==> src/ypcb_pkg.sv <==
// Shared types, constants and the arctangent table for the yaw/pitch camera basis block.
// No dependencies; every other file in src imports this package.
`timescale 1ns / 1ps
`default_nettype none

package ypcb_pkg;

  // Iterative sine/cosine unit
  localparam int TRIG_STEPS_DEF = 16;
  localparam int TBL_IDX_W      = 5;   // the arctangent table has 23 entries
  localparam int ANG_W          = 26;  // trig angle in degrees, signed Q.16
  localparam int Z_W            = 25;  // residual angle inside the rotation loop
  localparam int XY_W           = 32;  // Q2.30 vector components
  localparam int PROD_W         = 64;

  localparam logic signed [XY_W-1:0]  GAIN_Q30 = 32'sd652032874;
  localparam logic signed [ANG_W-1:0] DEG90_Q16  = 26'sd5898240;
  localparam logic signed [ANG_W-1:0] DEG180_Q16 = 26'sd11796480;
  localparam logic signed [ANG_W-1:0] DEG360_Q16 = 26'sd23592960;

  // Angle state
  localparam int YAW_W   = 21;
  localparam int PITCH_W = 20;
  localparam int FOV_W   = 15;
  localparam int TS_W    = 16;
  localparam int WRAP_W  = 28;  // yaw before reduction, made non-negative

  localparam logic [YAW_W-1:0]          YAW_RST    = 21'd1105920;
  localparam logic [WRAP_W-1:0]         YAW_MOD    = 28'd1474560;
  localparam logic signed [29:0]        YAW_MOD_X128 = 30'sd188743680;
  localparam logic signed [PITCH_W-1:0] PITCH_LIM  = 20'sd364544;
  localparam logic [FOV_W-1:0]          FOV_RST    = 15'd11520;
  localparam logic [FOV_W-1:0]          FOV_MIN    = 15'd256;
  localparam logic [FOV_W-1:0]          FOV_MAX    = 15'd23040;
  localparam logic [TS_W-1:0]           TS_RST     = 16'd410;

  localparam logic [15:0] UNIT_Q14 = 16'd16384;

  typedef enum logic [3:0] {
    S_IDLE,
    S_MUL_X,
    S_MUL_Y,
    S_PITCH,
    S_WRAP,
    S_YAW_GO,
    S_YAW_RUN,
    S_PITCH_GO,
    S_PITCH_RUN,
    S_PROD,
    S_OUT
  } state_t;

  typedef struct packed {
    logic busy;
    logic done;
  } trig_stat_t;

  // Arctangent of 2^-i in degrees, Q.16.
  function automatic logic signed [Z_W-1:0] atan_q16(input logic [TBL_IDX_W-1:0] idx);
    logic signed [Z_W-1:0] v;
    case (idx)
      5'd0:    v = 25'sd2949120;
      5'd1:    v = 25'sd1740967;
      5'd2:    v = 25'sd919879;
      5'd3:    v = 25'sd466945;
      5'd4:    v = 25'sd234379;
      5'd5:    v = 25'sd117304;
      5'd6:    v = 25'sd58666;
      5'd7:    v = 25'sd29335;
      5'd8:    v = 25'sd14668;
      5'd9:    v = 25'sd7334;
      5'd10:   v = 25'sd3667;
      5'd11:   v = 25'sd1833;
      5'd12:   v = 25'sd917;
      5'd13:   v = 25'sd458;
      5'd14:   v = 25'sd229;
      5'd15:   v = 25'sd115;
      5'd16:   v = 25'sd57;
      5'd17:   v = 25'sd29;
      5'd18:   v = 25'sd14;
      5'd19:   v = 25'sd7;
      5'd20:   v = 25'sd4;
      5'd21:   v = 25'sd2;
      5'd22:   v = 25'sd1;
      default: v = 25'sd0;
    endcase
    return v;
  endfunction

endpackage

`default_nettype wire

==> src/ypcb_mul.sv <==
// Shared signed 32 x 32 multiplier with a registered product.
// Depends on ypcb_pkg for the operand and product widths.
`timescale 1ns / 1ps
`default_nettype none

module ypcb_mul
  import ypcb_pkg::*;
(
  input  wire                      clk,
  input  wire logic signed [XY_W-1:0]   a,
  input  wire logic signed [XY_W-1:0]   b,
  output logic signed [PROD_W-1:0]      p_r
);

  always_ff @(posedge clk) begin
    p_r <= a * b;
  end

endmodule

`default_nettype wire

==> src/ypcb_cordic.sv <==
// Rotation-mode CORDIC giving sine and cosine in Q2.30, one iteration per cycle.
// Depends on ypcb_pkg for widths, the gain constant and the arctangent table.
`timescale 1ns / 1ps
`default_nettype none

module ypcb_cordic
  import ypcb_pkg::*;
#(
  parameter int TRIG_STEPS = TRIG_STEPS_DEF
) (
  input  wire                        clk,
  input  wire                        rst_n,
  input  wire                        start,
  input  wire logic signed [ANG_W-1:0] angle,
  output trig_stat_t                 stat,
  output logic signed [XY_W-1:0]     sin_q30,
  output logic signed [XY_W-1:0]     cos_q30
);

  localparam int CNT_W = $clog2(TRIG_STEPS);

  logic                    busy_r;
  logic                    done_r;
  logic [CNT_W-1:0]        iter_r;
  logic signed [XY_W-1:0]  x_r;
  logic signed [XY_W-1:0]  y_r;
  logic signed [Z_W-1:0]   z_r;
  logic                    neg_r;

  logic signed [ANG_W-1:0] a_half;
  logic signed [ANG_W-1:0] a_quad;
  logic                    a_neg;
  logic signed [XY_W-1:0]  x_sh;
  logic signed [XY_W-1:0]  y_sh;
  logic signed [Z_W-1:0]   atan_i;

  // Fold the start angle into -90..90 degrees; outside that the result is negated.
  always_comb begin
    a_half = (angle >= DEG180_Q16) ? angle - DEG360_Q16 : angle;
    a_quad = a_half;
    a_neg  = 1'b0;
    if (a_half > DEG90_Q16) begin
      a_quad = a_half - DEG180_Q16;
      a_neg  = 1'b1;
    end else if (a_half < -DEG90_Q16) begin
      a_quad = a_half + DEG180_Q16;
      a_neg  = 1'b1;
    end
  end

  assign x_sh   = x_r >>> iter_r;
  assign y_sh   = y_r >>> iter_r;
  assign atan_i = atan_q16(TBL_IDX_W'(iter_r));

  always_ff @(posedge clk) begin
    if (!rst_n) begin
      busy_r <= 1'b0;
      done_r <= 1'b0;
      iter_r <= '0;
    end else begin
      done_r <= 1'b0;
      if (start) begin
        busy_r <= 1'b1;
        iter_r <= '0;
      end else if (busy_r) begin
        if (iter_r == CNT_W'(TRIG_STEPS - 1)) begin
          busy_r <= 1'b0;
          done_r <= 1'b1;
        end else begin
          iter_r <= iter_r + 1'b1;
        end
      end
    end
  end

  always_ff @(posedge clk) begin
    if (start) begin
      x_r   <= GAIN_Q30;
      y_r   <= '0;
      z_r   <= Z_W'(a_quad);
      neg_r <= a_neg;
    end else if (busy_r) begin
      if (!z_r[Z_W-1]) begin
        x_r <= x_r - y_sh;
        y_r <= y_r + x_sh;
        z_r <= z_r - atan_i;
      end else begin
        x_r <= x_r + y_sh;
        y_r <= y_r - x_sh;
        z_r <= z_r + atan_i;
      end
    end
  end

  assign stat.busy = busy_r;
  assign stat.done = done_r;
  assign sin_q30   = neg_r ? -y_r : y_r;
  assign cos_q30   = neg_r ? -x_r : x_r;

endmodule

`default_nettype wire

==> src/yaw_pitch_camera_basis.sv <==
// Yaw/pitch camera basis: angle accumulation and unit front, right and up vectors.
// An item passes S_MUL_X, S_MUL_Y, S_PITCH, S_WRAP, S_YAW_GO, S_YAW_RUN, S_PITCH_GO,
// S_PITCH_RUN, S_PROD and S_OUT, using the single CORDIC unit twice and the shared
// multiplier. in_tready is high only while the sequencer idles; one item is in flight.
// Reset (rst_n, synchronous, active low): yaw 270 degrees, pitch 0, view angle 45 degrees,
// turn speed 410, output register empty.
`timescale 1ns / 1ps
`default_nettype none

module yaw_pitch_camera_basis
  import ypcb_pkg::*;
#(
  parameter int TRIG_STEPS = TRIG_STEPS_DEF
) (
  input  wire          clk,
  input  wire          rst_n,
  // Configuration: turn_speed, unsigned Q4.12 degrees per pointer count
  input  wire          cfg_wen,
  input  wire  [15:0]  cfg_wdata,
  // Input stream
  input  wire          in_tvalid,
  output logic         in_tready,
  input  wire  [31:0]  in_tdata,   // delta_x[11:0], delta_y[23:12], scroll_step[31:24]
  // Result stream
  output logic         out_tvalid,
  input  wire          out_tready,
  output logic [183:0] out_tdata   // front_x[15:0], front_y[31:16], front_z[47:32],
                                   // right_x[63:48], right_z[79:64], up_x[95:80],
                                   // up_y[111:96], up_z[127:112], yaw_now[148:128],
                                   // pitch_now[168:149], view_angle[183:169]
);

  // Rounding of a Q2.30 x Q2.30 product to Q1.14, half away from zero, then saturated.
  // The optional negation is folded into the sign so that rounding stays symmetric.
  function automatic logic signed [15:0] rnd_prod(input logic signed [PROD_W-1:0] v,
                                                  input logic neg);
    logic [PROD_W-1:0] mag;
    logic [PROD_W-1:0] q;
    logic [15:0]       m16;
    logic              sgn;
    sgn = v[PROD_W-1] ^ neg;
    mag = v[PROD_W-1] ? PROD_W'(-v) : PROD_W'(v);
    q   = (mag + (PROD_W'(1) << 45)) >> 46;
    m16 = (q > PROD_W'(UNIT_Q14)) ? UNIT_Q14 : q[15:0];
    return sgn ? $signed(-m16) : $signed(m16);
  endfunction

  // Rounding of a single Q2.30 value to Q1.14 with the same rules.
  function automatic logic signed [15:0] rnd_unit(input logic signed [XY_W-1:0] v,
                                                  input logic neg);
    logic [XY_W-1:0] mag;
    logic [XY_W-1:0] q;
    logic [15:0]     m16;
    logic            sgn;
    sgn = v[XY_W-1] ^ neg;
    mag = v[XY_W-1] ? XY_W'(-v) : XY_W'(v);
    q   = (mag + (XY_W'(1) << 15)) >> 16;
    m16 = (q > XY_W'(UNIT_Q14)) ? UNIT_Q14 : q[15:0];
    return sgn ? $signed(-m16) : $signed(m16);
  endfunction

  state_t state_r, state_nxt;
  logic [2:0] step_r, step_nxt;

  // Architectural state and configuration
  logic [TS_W-1:0]          ts_r;
  logic [YAW_W-1:0]         yaw_r;
  logic signed [PITCH_W-1:0] pitch_r;
  logic [FOV_W-1:0]         fov_r;

  // Per-item working registers
  logic [11:0]              dx_r;
  logic [11:0]              dy_r;
  logic [WRAP_W-1:0]        wrap_r;
  logic signed [XY_W-1:0]   sy_r, cy_r, sp_r, cp_r;
  logic signed [15:0]       front_x_r, front_z_r, up_x_r, up_z_r;

  logic                     out_tvalid_r;
  logic [183:0]             out_tdata_r;

  // Shared units
  logic signed [XY_W-1:0]   mul_a, mul_b;
  logic signed [PROD_W-1:0] mul_p;
  logic                     trig_start;
  logic signed [ANG_W-1:0]  trig_angle;
  trig_stat_t               trig_stat;
  logic signed [XY_W-1:0]   trig_sin, trig_cos;

  // Datapath helpers
  logic                     in_xfer;
  logic                     out_load;
  logic signed [16:0]       fov_sum;
  logic signed [29:0]       yaw_sum;
  logic signed [29:0]       yaw_pos;
  logic signed [29:0]       pitch_sum;
  logic [WRAP_W-1:0]        wrap_step;
  logic signed [15:0]       prod_rnd;

  ypcb_mul u_mul (
    .clk (clk),
    .a   (mul_a),
    .b   (mul_b),
    .p_r (mul_p)
  );

  ypcb_cordic #(
    .TRIG_STEPS (TRIG_STEPS)
  ) u_cordic (
    .clk     (clk),
    .rst_n   (rst_n),
    .start   (trig_start),
    .angle   (trig_angle),
    .stat    (trig_stat),
    .sin_q30 (trig_sin),
    .cos_q30 (trig_cos)
  );

  assign in_xfer = in_tvalid && in_tready;

  // The view angle moves by whole degrees (Q7.8), so the scroll step is shifted by eight.
  assign fov_sum = $signed({2'b00, fov_r}) - $signed({in_tdata[31], in_tdata[31:24], 8'd0});

  // Yaw: the sum is lifted by 128 turns when negative so that the reduction below only
  // ever subtracts; seven conditional subtractions of 64..1 turns finish the modulo.
  assign yaw_sum   = $signed({9'd0, yaw_r}) + $signed(mul_p[29:0]);
  assign yaw_pos   = yaw_sum[29] ? yaw_sum + YAW_MOD_X128 : yaw_sum;
  assign wrap_step = YAW_MOD << step_r;

  assign pitch_sum = $signed({{10{pitch_r[PITCH_W-1]}}, pitch_r}) + $signed(mul_p[29:0]);

  // Products for up_x and up_z are negated; the first two are not.
  assign prod_rnd = rnd_prod(mul_p, step_r >= 3'd3);

  // Sequencer: next state, handshake and the operands of the shared units.
  always_comb begin
    state_nxt  = state_r;
    step_nxt   = step_r;
    in_tready  = 1'b0;
    out_load   = 1'b0;
    trig_start = 1'b0;
    trig_angle = $signed({1'b0, wrap_r[YAW_W-1:0], 4'd0});
    mul_a      = $signed({{20{dx_r[11]}}, dx_r});
    mul_b      = $signed({16'd0, ts_r});

    unique case (state_r)
      S_IDLE: begin
        in_tready = 1'b1;
        if (in_tvalid) begin
          state_nxt = S_MUL_X;
        end
      end
      S_MUL_X: begin
        state_nxt = S_MUL_Y;
      end
      S_MUL_Y: begin
        mul_a     = $signed({{20{dy_r[11]}}, dy_r});
        state_nxt = S_PITCH;
      end
      S_PITCH: begin
        step_nxt  = 3'd6;
        state_nxt = S_WRAP;
      end
      S_WRAP: begin
        step_nxt = step_r - 3'd1;
        if (step_r == 3'd0) begin
          state_nxt = S_YAW_GO;
        end
      end
      S_YAW_GO: begin
        trig_start = 1'b1;
        state_nxt  = S_YAW_RUN;
      end
      S_YAW_RUN: begin
        if (trig_stat.done) begin
          state_nxt = S_PITCH_GO;
        end
      end
      S_PITCH_GO: begin
        trig_start = 1'b1;
        trig_angle = $signed({{2{pitch_r[PITCH_W-1]}}, pitch_r, 4'd0});
        state_nxt  = S_PITCH_RUN;
      end
      S_PITCH_RUN: begin
        if (trig_stat.done) begin
          step_nxt  = 3'd0;
          state_nxt = S_PROD;
        end
      end
      S_PROD: begin
        // Operand pair k goes in at step k; its product is taken at step k+1.
        case (step_r)
          3'd0: begin
            mul_a = cp_r;
            mul_b = cy_r;
          end
          3'd1: begin
            mul_a = cp_r;
            mul_b = sy_r;
          end
          3'd2: begin
            mul_a = cy_r;
            mul_b = sp_r;
          end
          3'd3: begin
            mul_a = sy_r;
            mul_b = sp_r;
          end
          default: begin
            mul_a = cp_r;
            mul_b = cy_r;
          end
        endcase
        step_nxt = step_r + 3'd1;
        if (step_r == 3'd4) begin
          state_nxt = S_OUT;
        end
      end
      S_OUT: begin
        // The previous result may still sit in the output register.
        if (!out_tvalid_r || out_tready) begin
          out_load  = 1'b1;
          state_nxt = S_IDLE;
        end
      end
      default: begin
        state_nxt = S_IDLE;
      end
    endcase
  end

  always_ff @(posedge clk) begin
    if (!rst_n) begin
      state_r <= S_IDLE;
      step_r  <= '0;
    end else begin
      state_r <= state_nxt;
      step_r  <= step_nxt;
    end
  end

  // Configuration register and angle state.
  always_ff @(posedge clk) begin
    if (!rst_n) begin
      ts_r    <= TS_RST;
      yaw_r   <= YAW_RST;
      pitch_r <= '0;
      fov_r   <= FOV_RST;
    end else begin
      if (cfg_wen) begin
        ts_r <= cfg_wdata;
      end
      if (in_xfer) begin
        if (fov_sum > $signed({2'b00, FOV_MAX})) begin
          fov_r <= FOV_MAX;
        end else if (fov_sum < $signed({2'b00, FOV_MIN})) begin
          fov_r <= FOV_MIN;
        end else begin
          fov_r <= fov_sum[FOV_W-1:0];
        end
      end
      if (state_r == S_PITCH) begin
        if (pitch_sum > 30'(PITCH_LIM)) begin
          pitch_r <= PITCH_LIM;
        end else if (pitch_sum < -30'(PITCH_LIM)) begin
          pitch_r <= -PITCH_LIM;
        end else begin
          pitch_r <= pitch_sum[PITCH_W-1:0];
        end
      end
      if (state_r == S_YAW_GO) begin
        yaw_r <= wrap_r[YAW_W-1:0];
      end
    end
  end

  // Working registers carry no reset.
  always_ff @(posedge clk) begin
    if (in_xfer) begin
      dx_r <= in_tdata[11:0];
      dy_r <= in_tdata[23:12];
    end
    if (state_r == S_MUL_Y) begin
      wrap_r <= yaw_pos[WRAP_W-1:0];
    end else if (state_r == S_WRAP && wrap_r >= wrap_step) begin
      wrap_r <= wrap_r - wrap_step;
    end
    if (state_r == S_YAW_RUN && trig_stat.done) begin
      sy_r <= trig_sin;
      cy_r <= trig_cos;
    end
    if (state_r == S_PITCH_RUN && trig_stat.done) begin
      sp_r <= trig_sin;
      cp_r <= trig_cos;
    end
    if (state_r == S_PROD) begin
      case (step_r)
        3'd1:    front_x_r <= prod_rnd;
        3'd2:    front_z_r <= prod_rnd;
        3'd3:    up_x_r    <= prod_rnd;
        3'd4:    up_z_r    <= prod_rnd;
        default: ;
      endcase
    end
    if (out_load) begin
      out_tdata_r <= {fov_r, pitch_r, yaw_r,
                      up_z_r, rnd_unit(cp_r, 1'b0), up_x_r,
                      rnd_unit(cy_r, 1'b0), rnd_unit(sy_r, 1'b1),
                      front_z_r, rnd_unit(sp_r, 1'b0), front_x_r};
    end
  end

  // Output register: a loaded result stays until its transfer completes.
  always_ff @(posedge clk) begin
    if (!rst_n) begin
      out_tvalid_r <= 1'b0;
    end else if (out_load) begin
      out_tvalid_r <= 1'b1;
    end else if (out_tready) begin
      out_tvalid_r <= 1'b0;
    end
  end

  assign out_tvalid = out_tvalid_r;
  assign out_tdata  = out_tdata_r;

`ifndef ASSERT_OFF
  // Yaw is always fully reduced.
  a_yaw_range: assert property (@(posedge clk) disable iff (!rst_n)
    {7'd0, yaw_r} < YAW_MOD)
    else $error("yaw outside one turn");

  // Pitch and view angle stay within their clamps.
  a_pitch_range: assert property (@(posedge clk) disable iff (!rst_n)
    pitch_r <= PITCH_LIM && pitch_r >= -PITCH_LIM)
    else $error("pitch outside clamp");

  a_fov_range: assert property (@(posedge clk) disable iff (!rst_n)
    fov_r >= FOV_MIN && fov_r <= FOV_MAX)
    else $error("view angle outside clamp");

  // The trig unit only finishes while the sequencer waits for it.
  a_trig_done: assert property (@(posedge clk) disable iff (!rst_n)
    trig_stat.done |-> (state_r == S_YAW_RUN || state_r == S_PITCH_RUN))
    else $error("trig result arrived outside a wait state");
`endif

endmodule

`default_nettype wire

==> config.mk <==
export PLATFORM = sky130hd
export DESIGN_NAME = yaw_pitch_camera_basis
export DESIGN_NICKNAME = d
export VERILOG_FILES = /design/src/ypcb_pkg.sv /design/src/ypcb_mul.sv /design/src/ypcb_cordic.sv /design/src/yaw_pitch_camera_basis.sv
export SDC_FILE = /design/constraint.sdc
export NUM_CORES = 2
export LEC_CHECK = 0
export BUFFER_PORTS_ARGS = -buffer_cell sky130_fd_sc_hd__buf_2
export CAP_MARGIN = 40
export CORE_ASPECT_RATIO = 0.5
export CORE_MARGIN = 3
export CORE_UTILIZATION = 45
export DETAILED_ROUTE_END_ITERATION = 6
export PLACE_DENSITY_LB_ADDON = 0.08
export SETUP_SLACK_MARGIN = 0.05
export SKIP_LAST_GASP = 1
export SLEW_MARGIN = 20
export SYNTH_ARGS = -nofsm -noshare
export SYNTH_HDL_FRONTEND = slang
export SYNTH_SLANG_ARGS = --single-unit
==> constraint.sdc <==
create_clock -name clk -period 17.4 [get_ports clk]
set_clock_uncertainty 0.2 [all_clocks]
set_input_delay 1.74 -clock clk [delete_from_list [all_inputs] [get_ports clk]]
set_output_delay 1.74 -clock clk [all_outputs]
set_load 0.01 [all_outputs]
* Yosys cells after proc, flatten, opt, wreduce, memory -nomap -nowiden *
Memories as Yosys holds them, arrays and structs flattened. A register that Yosys moved wholly into a read port is not among the register bits.
Cells that the tools add are included.

cells by class
  $add $sub $neg = 34
  $mul = 1
  magnitude comparators = 14
  equal/unequal tests = 21
  shift-type cells = 3
  multiplexer cells = 59
  bitwise logic cells = 4
  reduce and logical (&&, ||, !) cells = 23

operators with widths
  kind                                                                               count
  32-bit two-way mux                                                                 9
  32-bit negator                                                                     6
  32-bit case mux with 2 select lines                                                3
  16-bit two-way mux                                                                 10
  32-bit by 16-bit adder with 32-bit output, second input constant                   4
  25-bit two-way mux                                                                 5
  28-bit two-way mux                                                                 3
  16-bit negator                                                                     5
  32-bit adder                                                                       2
  64-bit by 46-bit adder with 64-bit output, second input constant                   1
  16-bit by 15-bit greater-than comparator with 1-bit output, second input constant  4
  32-bit by 32-bit multiplier with 64-bit output                                     1
  64-bit two-way mux                                                                 1
  64-bit negator                                                                     1
  32-bit by 4-bit >>> shifter with 32-bit output                                     2
  32-bit subtractor                                                                  2
  26-bit two-way mux                                                                 2
  4-bit case mux with 11 select lines                                                1
  20-bit two-way mux                                                                 2
  4-bit two-way mux                                                                  8
  20-bit by 30-bit adder with 30-bit output                                          1
  22-bit by 30-bit adder with 30-bit output                                          1
  30-bit by 20-bit greater-than comparator with 1-bit output, second input constant  1
  30-bit by 20-bit < comparator with 1-bit output, second input constant             1
  46 further kinds                                                                   83

storage, ports and cells
  bits in registers = 668
  bits in read-only memories = 352
  bits of input ports = 53
  output and inout port bits = 186
  logic and storage cells = 187
  memories kept = 1

memory list
  name              words  bits a word  read ports  clocked after memory_dff  write ports  line            RTL
  (name not given)  16     22           1           1                         0            ypcb_pkg.sv:61  case (idx)

* Longest topological paths before layout *
  depth in word-level cells = 8
  depth in mapped cells = 43
  gate-level depth less buffers = 38

* Modules after synthesis *
A second synthesis with hierarchy kept.

unflattened totals
  cells, all modules = 9011
  area total of the unflattened synthesis = 83395.0 µm²

by module, submodules not included
  module                  instances  cells an instance  area each (µm²)  seq. area each (µm²)
  ypcb_mul                1          3924               37363.3          1281.2
  yaw_pitch_camera_basis  1          3058               29911.2          14053.5
  ypcb_cordic             1          2029               16120.5          2622.5

* Worst setup path after synthesis *
Ideal clock, no wire load.

  path type = input to register
  from = input port out_tready
  to = register out_tdata_r[0], in the netlist out_tdata[0], enable pin
  setup time = 927 ps
  arrival time = 13643 ps
  data required time = 16273 ps
  slack = 2630 ps
  stages on the path = 2
  path buffers = 0
  cells stage by stage = nor2b_1 nor3_1

between the ends
  cells in the longest elaborated chain, start to end = 3

ends and longest elaborated chain
  item                  line                           RTL
  start, declared       yaw_pitch_camera_basis.sv:26   input wire out_tready,
  1-bit logical OR      yaw_pitch_camera_basis.sv:220  if (!out_tvalid_r || out_tready) begin
  1-bit two-way mux     yaw_pitch_camera_basis.sv:220
  1-bit two-way mux     yaw_pitch_camera_basis.sv:145  unique case (state_r)
  named net out_load    yaw_pitch_camera_basis.sv:91   logic out_load;
  end signal, assigned  yaw_pitch_camera_basis.sv:305  out_tdata_r <= {fov_r, pitch_r, yaw_r,
  end, declared         yaw_pitch_camera_basis.sv:79   logic [183:0] out_tdata_r;

The timed path passes the listed nets, and every way through them passes these cells.
A chain may end at the register's enable or synchronous reset.

* Worst setup path in the final report *
  from = register step_r[2]
  to = register u_mul.p_r[62]

between the ends
  cells in the longest elaborated chain, start to end = 5
  elaborated cells between the ends (all ways) = 9
  those cells by class = 1 x mul; 3 x eq/ne; 4 x mux; 1 x reduce/logical

ends and longest elaborated chain
  item                                              line                           RTL
  start, declared                                   yaw_pitch_camera_basis.sv:63   logic [2:0] step_r, step_nxt;
  start signal, assigned                            yaw_pitch_camera_basis.sv:237  step_r <= step_nxt;
  3-bit by 2-bit == test with 1-bit output          yaw_pitch_camera_basis.sv:191  case (step_r)
  2-bit OR reduction (no line)                      -
  32-bit case mux with 2 select lines               yaw_pitch_camera_basis.sv:191
  32-bit two-way mux                                yaw_pitch_camera_basis.sv:145
  32-bit by 32-bit multiplier with 64-bit output *  ypcb_mul.sv:16                 p_r <= a * b;
  end signal, assigned                              ypcb_mul.sv:16
  end, declared                                     ypcb_mul.sv:12                 output logic signed [PROD_W-1:0] p_r

Mark *: on every way between the ends. The rest lies on a longest branch, timed or not.

==> impl_results.md <==
- Status: complete, but fails checks
- Failing checks: design-rule violations
- Worst slew pin tran: around 0.94 ns
- Post-CTS Setup Bufs: 0
- EDFF count, synth: roughly 450
- Number of hold violations in the final report: 0
- Total number of yosys warnings: 0
- Via count: about 65000
- Worst reg-to-reg setup slack: 5.35 ns
- Worst R2R End: u_mul.p_r[62]
- Top cells by area, synth: fa_1 27%, edfxtp_1 17%, ha_1 5.9%
- Design Area, Final: roughly 88000 sq um
- Worst Hold Class: flop to flop
- Worst EP arrival: ~12 ns
- Crit-path slowest cell: fa_1
- #FFs+latches synth: between 600 and 700
- Top Metal Used: met5
- Share of cells above drive strength 1: under 10%
- DR DRC count: 3
- Final Max Tran Viols: 0
- Cell count after synthesis: ~8800
- Routed wire length: between 200 and 300 mm
- Fill cell count: approximately 17000
- HPWL Detailed: about 210 mm
- Post_cts resized: 0
- Die width: around 610 um
- Clk sink count: just under 700
- Reg area: 17970 sq um
- Met2 WL: between 100 and 150 mm
- Sequential fraction of the synthesis area: between 20 and 25%
- CTS H-tree depth: 3
- Worst setup path class: flop to flop
- Starting density of the core: 45.59%
- First-pass GRT wire length: 415.9 mm
- CTS buffer count: 69
- Tcrit/Tclk final: 69.24%
- Average size of a mapped cell: slightly above 9 sq um
- Area growth, synth to finish: 8.130%
- Core Footprint: roughly 180000 sq um
- DIE AREA: between 150000 and 200000 sq um
- Fmax: approximately 0.083 GHz
- Max_cap viols: 0
- Clk_lat worst skew: between 0.6 and 0.7 ns
- Worst Hold End: out_tdata[39]
- Worst EP required: approximately 18 ns
- Clock buffer depth: 3
- DRT iter0 DRCs: 6566
- Setup TNS: 0 ns
- Fin crit period: 12.05 ns
- Critical path origin: step_r[2]
- CP peak stage delay: around 0.78 ns
- Die Span Y: 306.0 um
- Netlist cell types: 96
- CTS Hold Buffers Added: 0
- Routed Antenna Nets: 0
- Vias in the first global route: between 60000 and 70000
- Worst reg2reg path depth: 33
- Synthesized cell area: 81010 sq um
- DR WL met3: just under 30 mm
- Crit. End Element: flop
- Post-synth top cells: 1170 x inv_1, 1088 x fa_1, 1063 x nand2_1
- Most common cell in the netlist: inv_1
- Startpoint type of the worst setup path: flop
- Global route overflow: 0
- Worst-path clk slew: 0.07 ns
- Nets: between 10000 and 15000
- Worst Hold Depth: 0
- Root Driver: clkbuf_16
- Multi-input logic area: roughly 57000 sq um
- Most used DFF post-synth: edfxtp_1
- Vias per inst: between 5 and 6
- Post-synth ARST share: 0%
- PortBufs: 230
- Antenna violations before repair: 9
- DP Area: around 85000 sq um
- Reg2reg start: step_r[2]
- Top-area cell type share of the netlist area: between 20% and 30%
- GRT Util Overall: between 20% and 30%
- Final GP Congestion: a little under 1
- Metal-1 WL: between 100 and 150 mm
- WL per Instance: around 25 um
- First-pass DRT Iterations: 7
- CTS tree: yes
- Largest net degree at the start of global routing: 70
- Row count: between 100 and 150
- Slew HR: between 30% and 40%
- Hold_sp: front_z_r[7]
- Most used cell, CP: fa_1
- Io pins: between 200 and 250
- RSZ-0062 raised after global routing: false
- Yosys top cell by area: fa_1
- Setup violators final: 0
- Crit Path Max Fanout: 36
==> layout by cell type, fill, tap and decap left out, types with 37 or more instances in the layout <==
cell type / instances
mux4_2: 89
o21ai_0: 273
fa_1: 1088
a22oi_1: 72
a21o_1: 140
clkbuf_16: 71
o22ai_1: 40
edfxtp_1: 446
xnor2_1: 323
and2_1: 77
o21bai_1: 37
xor2_1: 180
nand4_1: 45
nor2b_1: 59
nand2_1: 1062
buf_2: 229
a21boi_0: 40
nand3_1: 132
a31oi_1: 60
nor4_1: 61
dfxtp_1: 222
buf_4: 148
o21a_1: 61
and3_1: 44
ha_1: 380
o211ai_1: 37
nand2b_1: 75
a21oi_1: 357
o31ai_1: 71
inv_1: 1169
a211oi_1: 54
nor3_1: 127
or3_1: 65
mux2i_1: 105
nor2_1: 882
==> sequential cells by signal, summed over array words and instances (netlist names), 25 cells and up <==
signal and count:
out_tdata 176, wrap_r 28, cy_r 32, sy_r 32
cp_r 32, u_cordic.z_r 25, u_cordic.x_r 32, u_cordic.y_r 32
u_mul.p_r 64, sp_r 32
==> critical path: cells and delay by family, from the launching register on <==
family          cells  cell delay, ns
fa+ha+maj          10            5.06
simple gates        7            2.04
compound gates      8            1.98
buf+inv             7            1.68
flops               1            0.68
xor+xnor            1            0.15
==> through the flow <==
stage | utilization [%] | hold WS [ns] | setup slack, ns | std cells
floorplan | - | 0.2003 | 2.630 | 8840
global placement | 47.65 | 0.2009 | 5.287 | 11110
detailed placement | 47.91 | 0.2045 | 5.634 | 11140
CTS | 49.20 | 0.2126 | 5.594 | 11260
global route | 49.29 | 0.2253 | 4.877 | 11270
finish | 49.29 | 0.2168 | 5.352 | 11280
==> routing by layer <==
layer  up-vias  GRT usage [%]
li1      29320              -
met1     32560          44.02
met2      2865          42.90
met3       413          7.988
met4         8          7.996
met5         -              0
==> layout make-up <==
type	count	share of cell area, %
multi-input combinational	6496	65.13
sequential	674	20.51
inverter	1181	5.061
tap	2386	3.408
timing repair buffer	410	3.267
clock buffer	92	2.153
clock inverter	35	0.4728
antenna	1	0.002857
==> worst max path at each step <==
stage / depth (start not counted) / to
6_report: 33 / u_mul.p_r[62]
5_1_grt: 34 / u_mul.p_r[62]
4_1_cts: 33 / u_mul.p_r[62]
3_5_place_dp: 33 / u_mul.p_r[62]
3_3_place_gp: 33 / u_mul.p_r[62]
2_1_floorplan: 2 / out_tdata[0]
==> kinds of logic (layout without fill, tap and decap cells) <==
| group | count (synthesis) | count (layout) | synth area share [%] |
|---|---|---|---|
| compound gates | 1507 | 1507 | 12.23 |
| xor+xnor | 505 | 505 | 5.494 |
| fa+ha+maj | 1468 | 1468 | 32.76 |
| buf+inv | 1670 | 1718 | 7.835 |
| flops | 674 | 674 | 22.17 |
| mux | 217 | 217 | 4.091 |
| other cells | 1 | 9 | 0.004629 |
| simple gates | 2791 | 2791 | 15.43 |
Power is left out: the tool's default activity adds up to more than one toggle a clock period on the data nets, which glitch-free logic cannot reach.
